===== src/design/bchr_pkg.sv =====
// Shared constants, codes and types for the two-error BCH repair block.
`timescale 1ns / 1ps

package bchr_pkg;

  localparam int MAX_WORD_BITS = 31;
  localparam int POLY_BITS     = 12;
  localparam int SYN_BITS      = 11;
  localparam int IDX_BITS      = 5;
  localparam int DEG_BITS      = 4;
  localparam int WB_BITS       = 5;
  localparam int ME_BITS       = 2;
  localparam int CFG_IDX_BITS  = 2;
  localparam int STATUS_BITS   = 2;

  localparam logic [CFG_IDX_BITS-1:0] REG_GEN_POLY   = 2'd0;
  localparam logic [CFG_IDX_BITS-1:0] REG_WORD_BITS  = 2'd1;
  localparam logic [CFG_IDX_BITS-1:0] REG_MAX_ERRORS = 2'd2;

  localparam logic [STATUS_BITS-1:0] ST_CLEAN = 2'd0;
  localparam logic [STATUS_BITS-1:0] ST_ONE   = 2'd1;
  localparam logic [STATUS_BITS-1:0] ST_TWO   = 2'd2;
  localparam logic [STATUS_BITS-1:0] ST_FAIL  = 2'd3;

  localparam logic [POLY_BITS-1:0]   GEN_POLY_RESET   = 12'd1207;
  localparam logic [WB_BITS-1:0]     WORD_BITS_RESET  = 5'd31;
  localparam logic [ME_BITS-1:0]     MAX_ERRORS_RESET = 2'd2;

  typedef struct packed {
    logic                     we;
    logic [IDX_BITS-1:0]      addr;
    logic [MAX_WORD_BITS-1:0] data;
  } tbl_wr_t;

  typedef enum logic [1:0] {
    TOP_IDLE,
    TOP_DIV,
    TOP_SRCH,
    TOP_HOLD
  } top_state_t;

  typedef enum logic [2:0] {
    SR_IDLE,
    SR_SINGLE,
    SR_LOAD,
    SR_PAIR,
    SR_DRAIN,
    SR_DONE
  } srch_state_t;

endpackage


===== src/design/bchr_div.sv =====
// Bit-serial GF(2) divider: syndrome of the word and the table of bit remainders.
`timescale 1ns / 1ps

module bchr_div (
  input  logic                                  clk,
  input  logic                                  rst,
  input  logic                                  start,
  input  logic [bchr_pkg::MAX_WORD_BITS-1:0]    word,
  input  logic [bchr_pkg::WB_BITS-1:0]          n,
  input  logic [bchr_pkg::POLY_BITS-1:0]        gen_poly,
  output logic                                  done,
  output logic [bchr_pkg::MAX_WORD_BITS-1:0]    rem,
  output logic [bchr_pkg::MAX_WORD_BITS-1:0]    masked,
  output bchr_pkg::tbl_wr_t                     tbl_wr
);

  localparam int W = bchr_pkg::MAX_WORD_BITS;
  localparam int P = bchr_pkg::POLY_BITS;

  logic                              busy;
  logic [bchr_pkg::IDX_BITS-1:0]     k;
  logic [W-1:0]                      sr;
  logic [W-1:0]                      pw;
  logic [W-1:0]                      pw_next;
  logic [W-1:0]                      rem_next;
  logic [bchr_pkg::DEG_BITS-1:0]     deg;
  logic                              poly_nz;
  logic [bchr_pkg::IDX_BITS-1:0]     pos;
  logic                              feed;

  function automatic logic [W-1:0] lfsr_step(input logic [W-1:0] r, input logic b,
                                             input logic [bchr_pkg::DEG_BITS-1:0] d,
                                             input logic nz, input logic [P-1:0] g);
    logic [W-1:0] t;
    logic [P-1:0] t_low;
    t     = {r[W-2:0], b};
    t_low = t[P-1:0];
    if (nz && t_low[d]) begin
      t = t ^ {{(W-P){1'b0}}, g};
    end
    return t;
  endfunction

  always_comb begin
    deg = '0;
    for (int b = 0; b < P; b++) begin
      if (gen_poly[b]) begin
        deg = bchr_pkg::DEG_BITS'(b);
      end
    end
  end

  assign poly_nz  = (gen_poly != '0);
  assign pos      = bchr_pkg::IDX_BITS'(W - 1) - k;
  assign feed     = sr[W-1] & (pos < n);
  assign rem_next = lfsr_step(rem, feed, deg, poly_nz, gen_poly);
  assign pw_next  = lfsr_step(pw, (k == '0), deg, poly_nz, gen_poly);

  assign tbl_wr.we   = busy && (k < n);
  assign tbl_wr.addr = n - 5'd1 - k;
  assign tbl_wr.data = pw_next;
  assign masked      = sr;

  always_ff @(posedge clk) begin
    if (rst) begin
      busy <= 1'b0;
      done <= 1'b0;
      k    <= '0;
    end else begin
      done <= 1'b0;
      if (start) begin
        busy <= 1'b1;
        k    <= '0;
      end else if (busy) begin
        k <= k + 5'd1;
        if (k == bchr_pkg::IDX_BITS'(W - 1)) begin
          busy <= 1'b0;
          done <= 1'b1;
        end
      end
    end
  end

  always_ff @(posedge clk) begin
    if (start) begin
      sr  <= word;
      rem <= '0;
      pw  <= '0;
    end else if (busy) begin
      sr  <= {sr[W-2:0], feed};
      rem <= rem_next;
      pw  <= pw_next;
    end
  end

endmodule


===== src/design/bchr_srch.sv =====
// Sequential search over single flips, then pairs, using the bit remainder table.
`timescale 1ns / 1ps

module bchr_srch (
  input  logic                                  clk,
  input  logic                                  rst,
  input  bchr_pkg::tbl_wr_t                     tbl_wr,
  input  logic                                  start,
  input  logic [bchr_pkg::MAX_WORD_BITS-1:0]    rem,
  input  logic [bchr_pkg::MAX_WORD_BITS-1:0]    word,
  input  logic [bchr_pkg::WB_BITS-1:0]          n,
  input  logic                                  pair_en,
  output logic                                  done,
  output logic [bchr_pkg::MAX_WORD_BITS-1:0]    fixed,
  output logic [bchr_pkg::STATUS_BITS-1:0]      status
);

  localparam int W = bchr_pkg::MAX_WORD_BITS;
  localparam int I = bchr_pkg::IDX_BITS;

  bchr_pkg::srch_state_t state, state_next;

  logic [W-1:0] tbl [W];
  logic [W-1:0] rd_data;
  logic [I-1:0] rd_addr;
  logic         issue;
  logic         issue_load;
  logic         scanning;

  logic [I-1:0] i;
  logic [I-1:0] j;
  logic         q_valid;
  logic         q_load;
  logic         q_pair;
  logic [I-1:0] q_i;
  logic [I-1:0] q_j;
  logic [W-1:0] base;
  logic         hit;
  logic         last_j;
  logic [W-1:0] mask_i;
  logic [W-1:0] mask_j;

  always_ff @(posedge clk) begin
    if (tbl_wr.we) begin
      tbl[tbl_wr.addr] <= tbl_wr.data;
    end
    rd_data <= tbl[rd_addr];
  end

  always_comb begin
    issue      = 1'b0;
    issue_load = 1'b0;
    scanning   = 1'b0;
    done       = 1'b0;
    rd_addr    = j;
    unique case (state)
      bchr_pkg::SR_IDLE: ;
      bchr_pkg::SR_SINGLE: begin
        issue    = 1'b1;
        scanning = 1'b1;
      end
      bchr_pkg::SR_LOAD: begin
        issue      = 1'b1;
        issue_load = 1'b1;
        scanning   = 1'b1;
        rd_addr    = i;
      end
      bchr_pkg::SR_PAIR: begin
        issue    = 1'b1;
        scanning = 1'b1;
      end
      bchr_pkg::SR_DRAIN: scanning = 1'b1;
      bchr_pkg::SR_DONE:  done = 1'b1;
      default: ;
    endcase
  end

  assign hit    = scanning && q_valid && !q_load && ((base ^ rd_data) == '0);
  assign last_j = (j == n - 5'd1);
  assign mask_i = W'(1) << (n - 5'd1 - q_i);
  assign mask_j = W'(1) << (n - 5'd1 - q_j);

  always_comb begin
    state_next = state;
    unique case (state)
      bchr_pkg::SR_IDLE: begin
        if (start) begin
          state_next = (rem == '0) ? bchr_pkg::SR_DONE : bchr_pkg::SR_SINGLE;
        end
      end
      bchr_pkg::SR_SINGLE: begin
        if (hit) begin
          state_next = bchr_pkg::SR_DONE;
        end else if (last_j) begin
          state_next = (pair_en && n >= 5'd2) ? bchr_pkg::SR_LOAD : bchr_pkg::SR_DRAIN;
        end
      end
      bchr_pkg::SR_LOAD: begin
        state_next = hit ? bchr_pkg::SR_DONE : bchr_pkg::SR_PAIR;
      end
      bchr_pkg::SR_PAIR: begin
        if (hit) begin
          state_next = bchr_pkg::SR_DONE;
        end else if (last_j) begin
          state_next = (i == n - 5'd2) ? bchr_pkg::SR_DRAIN : bchr_pkg::SR_LOAD;
        end
      end
      bchr_pkg::SR_DRAIN: state_next = hit ? bchr_pkg::SR_DONE : bchr_pkg::SR_DONE;
      bchr_pkg::SR_DONE:  state_next = bchr_pkg::SR_IDLE;
      default:            state_next = bchr_pkg::SR_IDLE;
    endcase
  end

  always_ff @(posedge clk) begin
    if (rst) begin
      state   <= bchr_pkg::SR_IDLE;
      q_valid <= 1'b0;
    end else begin
      state   <= state_next;
      q_valid <= issue;
    end
  end

  always_ff @(posedge clk) begin
    q_load <= issue_load;
    q_pair <= (state == bchr_pkg::SR_PAIR);
    q_i    <= i;
    q_j    <= j;
    if (state == bchr_pkg::SR_IDLE && start) begin
      i      <= '0;
      j      <= '0;
      base   <= rem;
      fixed  <= word;
      status <= (rem == '0) ? bchr_pkg::ST_CLEAN : bchr_pkg::ST_FAIL;
    end else begin
      case (state)
        bchr_pkg::SR_SINGLE: j <= j + 5'd1;
        bchr_pkg::SR_LOAD:   j <= i + 5'd1;
        bchr_pkg::SR_PAIR: begin
          j <= j + 5'd1;
          if (last_j) begin
            i <= i + 5'd1;
          end
        end
        default: ;
      endcase
      if (scanning && q_valid && q_load) begin
        base <= rem ^ rd_data;
      end
      if (hit) begin
        fixed  <= word ^ mask_j ^ (q_pair ? mask_i : '0);
        status <= q_pair ? bchr_pkg::ST_TWO : bchr_pkg::ST_ONE;
      end
    end
  end

`ifndef SYNTH
  a_pair_enabled: assert property (@(posedge clk) disable iff (rst)
    state == bchr_pkg::SR_PAIR |-> pair_en)
    else $error("pair search running with pair correction off");
`endif

endmodule


===== src/design/bch_two_error_repair_top.sv =====
// Top level of the two-error BCH repair block: registers, sequencing and output stage.
//
//  channel   signals                               direction
//  word      word_valid, word_stall, received_word in
//  result    result_valid, result_stall, corrected_word, status, syndrome  out
//  config    cfg_we, cfg_index, cfg_data           in
//
// One transaction at a time; n is word_bits. The divider steps over all 31 bit positions
// whatever n is; the search then skips its loop when clean, else tries single flips and,
// with pairs enabled, flip pairs (single-port table read, one check a cycle), and the result
// goes through the output stage. At n = 0 the divider and search are skipped, and the next
// word can be accepted from the cycle after the result is loaded.
// Reset is synchronous and clears control only; the config registers take their defaults.
// A stalled result holds in the output register while the next word is accepted.
`timescale 1ns / 1ps

module bch_two_error_repair_top (
  input  logic                                    clk,
  input  logic                                    rst,
  input  logic                                    word_valid,
  output logic                                    word_stall,
  input  logic [bchr_pkg::MAX_WORD_BITS-1:0]      received_word,
  output logic                                    result_valid,
  input  logic                                    result_stall,
  output logic [bchr_pkg::MAX_WORD_BITS-1:0]      corrected_word,
  output logic [bchr_pkg::STATUS_BITS-1:0]        status,
  output logic [bchr_pkg::SYN_BITS-1:0]           syndrome,
  input  logic                                    cfg_we,
  input  logic [bchr_pkg::CFG_IDX_BITS-1:0]       cfg_index,
  input  logic [bchr_pkg::POLY_BITS-1:0]          cfg_data
);

  localparam int W = bchr_pkg::MAX_WORD_BITS;

  bchr_pkg::top_state_t state, state_next;

  logic [bchr_pkg::POLY_BITS-1:0]   gen_poly;
  logic [bchr_pkg::WB_BITS-1:0]     word_bits;
  logic [bchr_pkg::ME_BITS-1:0]     max_errors;

  logic                             word_acc;
  logic                             out_free;
  logic                             div_done;
  logic [W-1:0]                     div_rem;
  logic [W-1:0]                     div_masked;
  bchr_pkg::tbl_wr_t                tbl_wr;
  logic                             srch_done;
  logic [W-1:0]                     srch_fixed;
  logic [bchr_pkg::STATUS_BITS-1:0] srch_status;

  logic [W-1:0]                     pend_word;
  logic [bchr_pkg::STATUS_BITS-1:0] pend_status;
  logic [bchr_pkg::SYN_BITS-1:0]    pend_syn;

  always_ff @(posedge clk) begin
    if (rst) begin
      gen_poly   <= bchr_pkg::GEN_POLY_RESET;
      word_bits  <= bchr_pkg::WORD_BITS_RESET;
      max_errors <= bchr_pkg::MAX_ERRORS_RESET;
    end else if (cfg_we) begin
      unique case (cfg_index)
        bchr_pkg::REG_GEN_POLY:   gen_poly   <= cfg_data;
        bchr_pkg::REG_WORD_BITS:  word_bits  <= cfg_data[bchr_pkg::WB_BITS-1:0];
        bchr_pkg::REG_MAX_ERRORS: max_errors <= cfg_data[bchr_pkg::ME_BITS-1:0];
        default: ;
      endcase
    end
  end

  assign word_acc = word_valid && !word_stall;
  assign out_free = !result_valid || !result_stall;

  bchr_div u_div (
    .clk      (clk),
    .rst      (rst),
    .start    (word_acc && (word_bits != '0)),
    .word     (received_word),
    .n        (word_bits),
    .gen_poly (gen_poly),
    .done     (div_done),
    .rem      (div_rem),
    .masked   (div_masked),
    .tbl_wr   (tbl_wr)
  );

  bchr_srch u_srch (
    .clk     (clk),
    .rst     (rst),
    .tbl_wr  (tbl_wr),
    .start   (div_done),
    .rem     (div_rem),
    .word    (div_masked),
    .n       (word_bits),
    .pair_en (max_errors[1]),
    .done    (srch_done),
    .fixed   (srch_fixed),
    .status  (srch_status)
  );

  always_comb begin
    state_next = state;
    unique case (state)
      bchr_pkg::TOP_IDLE: begin
        if (word_acc) begin
          state_next = (word_bits == '0) ? bchr_pkg::TOP_HOLD : bchr_pkg::TOP_DIV;
        end
      end
      bchr_pkg::TOP_DIV:  if (div_done)  state_next = bchr_pkg::TOP_SRCH;
      bchr_pkg::TOP_SRCH: if (srch_done) state_next = bchr_pkg::TOP_HOLD;
      bchr_pkg::TOP_HOLD: if (out_free)  state_next = bchr_pkg::TOP_IDLE;
      default: state_next = bchr_pkg::TOP_IDLE;
    endcase
  end

  always_comb begin
    word_stall = 1'b1;
    unique case (state)
      bchr_pkg::TOP_IDLE: word_stall = 1'b0;
      bchr_pkg::TOP_DIV,
      bchr_pkg::TOP_SRCH,
      bchr_pkg::TOP_HOLD: word_stall = 1'b1;
      default:            word_stall = 1'b1;
    endcase
  end

  always_ff @(posedge clk) begin
    if (rst) begin
      state        <= bchr_pkg::TOP_IDLE;
      result_valid <= 1'b0;
    end else begin
      state <= state_next;
      if (state == bchr_pkg::TOP_HOLD && out_free) begin
        result_valid <= 1'b1;
      end else if (!result_stall) begin
        result_valid <= 1'b0;
      end
    end
  end

  always_ff @(posedge clk) begin
    if (state == bchr_pkg::TOP_IDLE && word_acc) begin
      pend_word   <= '0;
      pend_status <= bchr_pkg::ST_FAIL;
      pend_syn    <= '0;
    end else if (state == bchr_pkg::TOP_SRCH && srch_done) begin
      pend_word   <= srch_fixed;
      pend_status <= srch_status;
      pend_syn    <= div_rem[bchr_pkg::SYN_BITS-1:0];
    end
    if (state == bchr_pkg::TOP_HOLD && out_free) begin
      corrected_word <= pend_word;
      status         <= pend_status;
      syndrome       <= pend_syn;
    end
  end

`ifndef SYNTH
  a_div_done_in_div: assert property (@(posedge clk) disable iff (rst)
    div_done |-> state == bchr_pkg::TOP_DIV)
    else $error("divider finished outside the divide phase");

  a_srch_done_in_srch: assert property (@(posedge clk) disable iff (rst)
    srch_done |-> state == bchr_pkg::TOP_SRCH)
    else $error("search finished outside the search phase");

  a_clean_zero_syn: assert property (@(posedge clk) disable iff (rst)
    result_valid && status == bchr_pkg::ST_CLEAN |-> syndrome == '0)
    else $error("clean result with non-zero syndrome");

  a_accept_leaves_idle: assert property (@(posedge clk) disable iff (rst)
    word_acc |=> state != bchr_pkg::TOP_IDLE)
    else $error("accepted word did not start work");
`endif

endmodule


===== config.mk =====
export PLATFORM = sky130hd
export DESIGN_NAME = bch_two_error_repair_top
export DESIGN_NICKNAME = d
export VERILOG_FILES = /design/src/design/bchr_pkg.sv /design/src/design/bchr_div.sv /design/src/design/bchr_srch.sv /design/src/design/bch_two_error_repair_top.sv
export SDC_FILE = /design/constraint.sdc
export NUM_CORES = 2
export LEC_CHECK = 0
export ABC_AREA = 1
export ABC_CLOCK_PERIOD_IN_PS = 6600
export BUFFER_PORTS_ARGS = -buffer_cell sky130_fd_sc_hd__buf_2
export CAP_MARGIN = 20
export CORE_ASPECT_RATIO = 2
export CORE_MARGIN = 2
export CORE_UTILIZATION = 45
export CTS_CLUSTER_DIAMETER = 30
export DETAILED_ROUTE_END_ITERATION = 10
export PLACE_DENSITY_LB_ADDON = 0.05
export SETUP_SLACK_MARGIN = 0.5
export SLEW_MARGIN = 0
export SYNTH_ARGS = -nofsm -noshare
export SYNTH_HDL_FRONTEND = slang
export SYNTH_HIERARCHICAL = 1
export SYNTH_SLANG_ARGS = --single-unit

===== constraint.sdc =====
create_clock -name clk -period 6.6 [get_ports clk]
set_clock_uncertainty 0.1 [all_clocks]
set_input_delay 1.32 -clock clk [delete_from_list [all_inputs] [get_ports clk]]
set_output_delay 1.32 -clock clk [all_outputs]
set_load 0.005 [all_outputs]

== Word level (Yosys, flattened, before mapping) ==
Memories as Yosys holds them, arrays and structs flattened. A register that Yosys moved wholly into a read port is not among the register bits.
Index checks and enable logic that the tools add are counted.
W data, S select, Z words.
Operators by class
  bitwise operators: 8
  shifts and indexed selects: 2
  magnitude comparators: 4
  reduce and logical (&&, ||, !) cells: 44
  add/sub/neg operators: 9
  multiplexer cells: 59
  equal/unequal tests: 21
Operators by type and width (count)
  $mux W31: 9
  $xor A31 B31 Y31: 4
  $logic_not A31 Y1: 2
  $shl A1 B5 Y31 const A: 2
  $xor A31 B12 Y31: 2
  $mux W3: 13
  $mux W2: 11
  $mux W4: 4
  $add A5 B1 Y5 const B: 3
  $mux W1: 15
  $pmux W3 S5: 1
  $sub A5 B5 Y5: 3
  $logic_and A1 B1 Y1: 14
  $reduce_bool A12 Y1: 1
  $eq A5 B5 Y1: 2
  $logic_not A5 Y1: 2
  $lt A5 B5 Y1: 2
  $pmux W5 S2: 1
  $reduce_or A3 Y1: 3
  $bmux W1 S4: 2
  $ne A2 B2 Y1 const B: 4
  $pmux W2 S4: 1
  $reduce_and A2 Y1: 4
  $reduce_bool A2 Y1: 4
  26 further kinds: 38
Storage, ports and cells
  RAM bits: 961
  bits of input ports: 50
  output and inout port bits: 46
  memories: 1
  register bits: 299
  word-level logic and storage cells: 176
Memories
  u_srch.tbl: depth 31, width 31, read ports 1, clocked after memory_dff 1, wr ports 1, RTL line bchr_srch.sv:23  | logic [W-1:0] tbl [W];

== Depth between registers and ports, before layout ==
  depth after elaboration: 15
  gate-level depth with buffers: 23
  depth with buffers taken out: 22

== Hierarchy ==
Netlist, hierarchy kept.
Modules (own cells, without submodules)
  bchr_srch: area each 47025.1 µm², cells an instance 4368, seq. area each 31920.6 µm², instances 1
  bchr_div: area each 5295.1 µm², cells an instance 683, seq. area each 2292.2 µm², instances 1
  bch_two_error_repair_top: area each 3804.9 µm², cells an instance 361, seq. area each 2622.5 µm², instances 1

== Least setup slack after synthesis ==
OpenSTA, ideal clock, no wires.
  path type: input-to-reg
  from: in result_stall
  to: reg corrected_word[0] in the netlist's numbering, enable pin
  arrival time: 3.497 ns
  path slack: 2.543 ns
  setup time: 0.460 ns
  data required time: 6.040 ns
  stages on the path: 1
  buffers on the path: 0
  cells stage by stage: a21oi_1
On the way
  word-level cells in the longest chain between the ends: 3
Ends and longest elaborated chain
  from (decl): RTL line bch_two_error_repair_top.sv:24  | input logic result_stall,
  $logic_not A1 Y1
  $logic_or A1 B1 Y1: RTL line bch_two_error_repair_top.sv:71  | assign out_free = !result_valid || !result_stall;
  $logic_and A1 B1 Y1: RTL line bch_two_error_repair_top.sv:150  | if (state == bchr_pkg::TOP_HOLD && out_free) begin
  to (signal assigned): RTL line bch_two_error_repair_top.sv:151  | corrected_word <= pend_word;
  to (decl): RTL line bch_two_error_repair_top.sv:25  | output logic [bchr_pkg::MAX_WORD_BITS-1:0] corrected_word,
No other way between the ends.
A chain may end at the register's enable or synchronous reset.

==> impl_metrics.toml <==
[timing]
fmax_mhz = 213
finalHoldViolCount = 0
postLayoutSetupSlackWorst_ns = 1.91
worstMarginPinSlew_ns = 1.21
fin_crit_sh = 0.711
fin_setup_tns_ns = 0
timing.final.crit_period_ns = 4.69
final-max-slew-violation-count = 0
rsz0062_at_grt = "no"
setup_violations = 0
maxSlewHeadroom = 0.195

[power_and_ir_drop]
powerDensity_nw_per_um2 = 446
report.power.total_mw = 28.5
irDropWorstVdd_v = 0.000327
p_leak_nw = 25.3
reg_power_frac = 0.357
pwr-share-clk = 0.329
p_switching_mw = 10.8
internal_power_mw = 17.8
power_switching_share = 0.377
p_comb_frac = 0.313

[place]
hpwl_mm = 102
pre_cts_slack_ns = 2.05
place_area_sq_um = 57900
io_buffer_count = 95
gp_congestion = 0.945
place_inst = 6932

[global_routing]
grt_max_degree = 212
first_global_vias = 37605
grt_util_all_layers = 0.248
grt_antenna_before_repair = 3
global_route_wire_length_before_repair_mm = 234
grt-ovfl-total = 0

[worst_setup_path]
launch_instance_of_the_worst_register_to_register_path = "u_div/busy"
timing.critical_path.to = "u_srch/tbl[28][6]"
rr_endpoint = "u_srch/tbl[28][6]"
critPathLaunch = "u_div/busy"
worstSetupEndpointType = "register"
critPathMaxStageDelay_ns = 1.05
critical_path_fanouts_max = 22
path_class = "register to register"
worst-r2r-setup-slack_ns = 1.91
path_delay_family = "simple AND/OR/NAND/NOR gates"
timing.critical_path.required_ns = 6.99
critical_path.cell_chain = "inv_1 > a211oi_1 > nand3_1 > nor2_4 > buf_4"
slowest_cell_on_crit_path = "nor2_4"
path_buf_inv = 2
cp_data_arrival_time_ns = 5.08
worst-r2r-cell-count = 5
startpoint_type = "register"
critical_path_depth = 5

[route]
antenna_violating_nets_post_route = 0
wl_per_cell_um = 21.8
drt_first_pass_iters = 5
num_vias = 38154
post-route-drc-count = 0
routed_wirelength_mm = 158
detailedRoute.firstIterationViolations = 2507
vias_per_cell = 5.26

[clock_tree]
clk_latency_ns = 0.78
clkSinkCount = 1290
cts.hold.buffers_added = 0
cts_resized = 0
postCtsSetupBuffers = 0
ctsRootBufferMaster = "clkbuf_16"
cts_made_buffers = 166
clk_pin_slew_ns = 0.06
tritoncts = "done"
cts_buffer_depth = 3
cts_htree_levels = 4

[floorplanning]
num_io_pins = 96
die_width_um = 254
floorplan.initialDensity = 0.452
die_y_um = 503
core_area_sq_um = 124000
std_cell_rows = 183
dieArea_sq_um = 128000

[status]
run_status = "completed"

[synthesis]
postSynthAreaPerCell_sq_um = 10.4
postSynthRegisterBits = 1290
post_synth_num_cell_types = 49
mappedNetlistArea_sq_um = 56100
synth_async_sr_flop_share = 0
ys_seq_area_frac = 0.656
yosysWarningCount = 6
synth_top_flop_cell = "edfxtp_1"
syn-num-nets = 5499
edff_count_synth = 1100
netlist_instances = 5412

[final_layout]
drive_gt1_frac = 0.101
final_cells = 7256
area.growth.synth_to_final_pct = 14.0
num-fill-cells = 11247
total_number_of_nets_in_the_final_design = 5535
multi_input_area_sq_um = 15300
register_cell_area_after_layout_sq_um = 36800
layout.cell_area.non_filler_sq_um = 64000

[hold_path]
class_of_the_tightest_hold_or_removal_check = "register to register"

[run]
maxCapViolations = 0
==> metrics by stage <==
stage / hold slack, ns / util
after CTS: 0.317 / 0.513
after floorplan: 0.229 / -
after global placement: 0.306 / 0.466
final: 0.309 / 0.516
after detailed placement: 0.309 / 0.466
after global routing: 0.320 / 0.516
==> metal layers <==
layer / GRT usage / vias to the layer above / routed length [um]
met1: 0.262 / 18566 / 57400
li1: - / 18421 / -
met4: 0.109 / 0 / 7100
met5: 0 / - / 0
met2: 0.484 / 855 / 88500
met3: 0.0323 / 312 / 5450
==> registers in the layout (all words and copies together) (netlist names), 3 cells and up <==
register	cells
u_srch/i	5
word_bits	5
pend_syn	11
u_div/rem	31
corrected_word	31
u_srch/state	3
u_srch/rd_data	31
u_div/pw	30
u_srch/q_j	5
gen_poly	12
syndrome	11
u_div/masked	31
u_srch/tbl	961
pend_word	31
u_div/k	5
u_srch/base	31
u_srch/fixed	31
u_srch/q_i	5
u_srch/j	5
==> Yosys cell counts, types with 4 or more instances <==
master	number	area, sq um
nand3b_1	38	285
o21ai_1	170	851
dfxtp_1	190	3800
nor2_1	175	657
a21oi_1	317	1590
clkbuf_2	9	45.0
nand3_1	543	2720
edfxtp_1	1100	33000
xnor2_1	17	149
buf_4	58	435
nand4_1	51	319
nand2_2	9	56.3
clkbuf_1	86	323
o21ai_0	302	1510
and2_1	6	37.5
nand3_2	7	70.1
xor2_1	59	517
o211ai_1	35	263
o22ai_1	36	225
inv_1	655	2460
buf_1	9	33.8
inv_2	12	45.0
nand2_1	1298	4870
ha_1	34	425
buf_2	109	546
buf_6	33	372
a31oi_1	4	25.0
nor3_1	9	45.0
==> logic make-up after synthesis <==
kind of cell | after synthesis | share of synthesized area
and+or+nand+nor | 2156 | 0.165
buffers and inverters | 978 | 0.0769
DFF | 1290 | 0.656
adders and majority gates | 37 | 0.00865
xor gates and xnor gates | 76 | 0.0119
AOI/OAI and AO/OA | 875 | 0.0811
==> cell usage in the layout, fill, tap and decap left out, types with 12 or more instances in the layout <==
master / instances
nand2_1: 1293
nand2_2: 13
a21oi_1: 316
clkbuf_16: 171
o21ai_0: 301
o21ai_1: 168
nand3_1: 543
clkinv_4: 18
edfxtp_1: 1100
dfxtp_1: 180
nand3b_1: 38
xor2_1: 59
nor2_1: 143
inv_6: 30
bufinv_16: 20
ha_1: 34
inv_1: 654
clkinv_2: 12
o22ai_1: 36
nor2_4: 35
clkinv_1: 16
buf_2: 95
nand4_1: 51
xnor2_1: 17
clkbuf_1: 12
buf_12: 22
clkinvlp_4: 17
buf_4: 54
o211ai_1: 35
==> worst min-delay path by stage <==
| stage | cells past startpoint | startpoint | slack [ns] | end |
|---|---|---|---|---|
| floorplan | 0 | u_srch/j[2] | 0.23 | u_srch/q_j[2] |
| global placement | 0 | u_srch/i[4] | 0.31 | u_srch/q_i[4] |
| detailed placement | 0 | u_srch/i[4] | 0.31 | u_srch/q_i[4] |
| CTS | 0 | pend_word[14] | 0.32 | corrected_word[14] |
| global route | 0 | u_srch/i[4] | 0.32 | u_srch/q_i[4] |
| finish | 0 | u_srch/i[4] | 0.31 | u_srch/q_i[4] |
==> cell type report <==
| type | count | area share |
|---|---|---|
| clock buffer | 187 | 0.0684 |
| timing repair buffer | 174 | 0.0219 |
| clock inverter | 123 | 0.0227 |
| inverter | 672 | 0.0396 |
| sequential | 1290 | 0.576 |
| tap | 1665 | 0.0325 |
| multi-input combinational | 3144 | 0.239 |
| antenna | 1 | 0.0000391 |
==> power groups by stage <==
stage               logic [mW]  clock network (mW)  registers (mW)
floorplan                 6.20                   0            10.1
global placement          8.91                   0            10.4
detailed placement        8.98                   0            10.4
CTS                       9.01                9.59            10.2
global route              9.91                9.90            10.2
finish                    8.95                9.40            10.2
No activity file was read; power rests on OpenSTA's default activity.
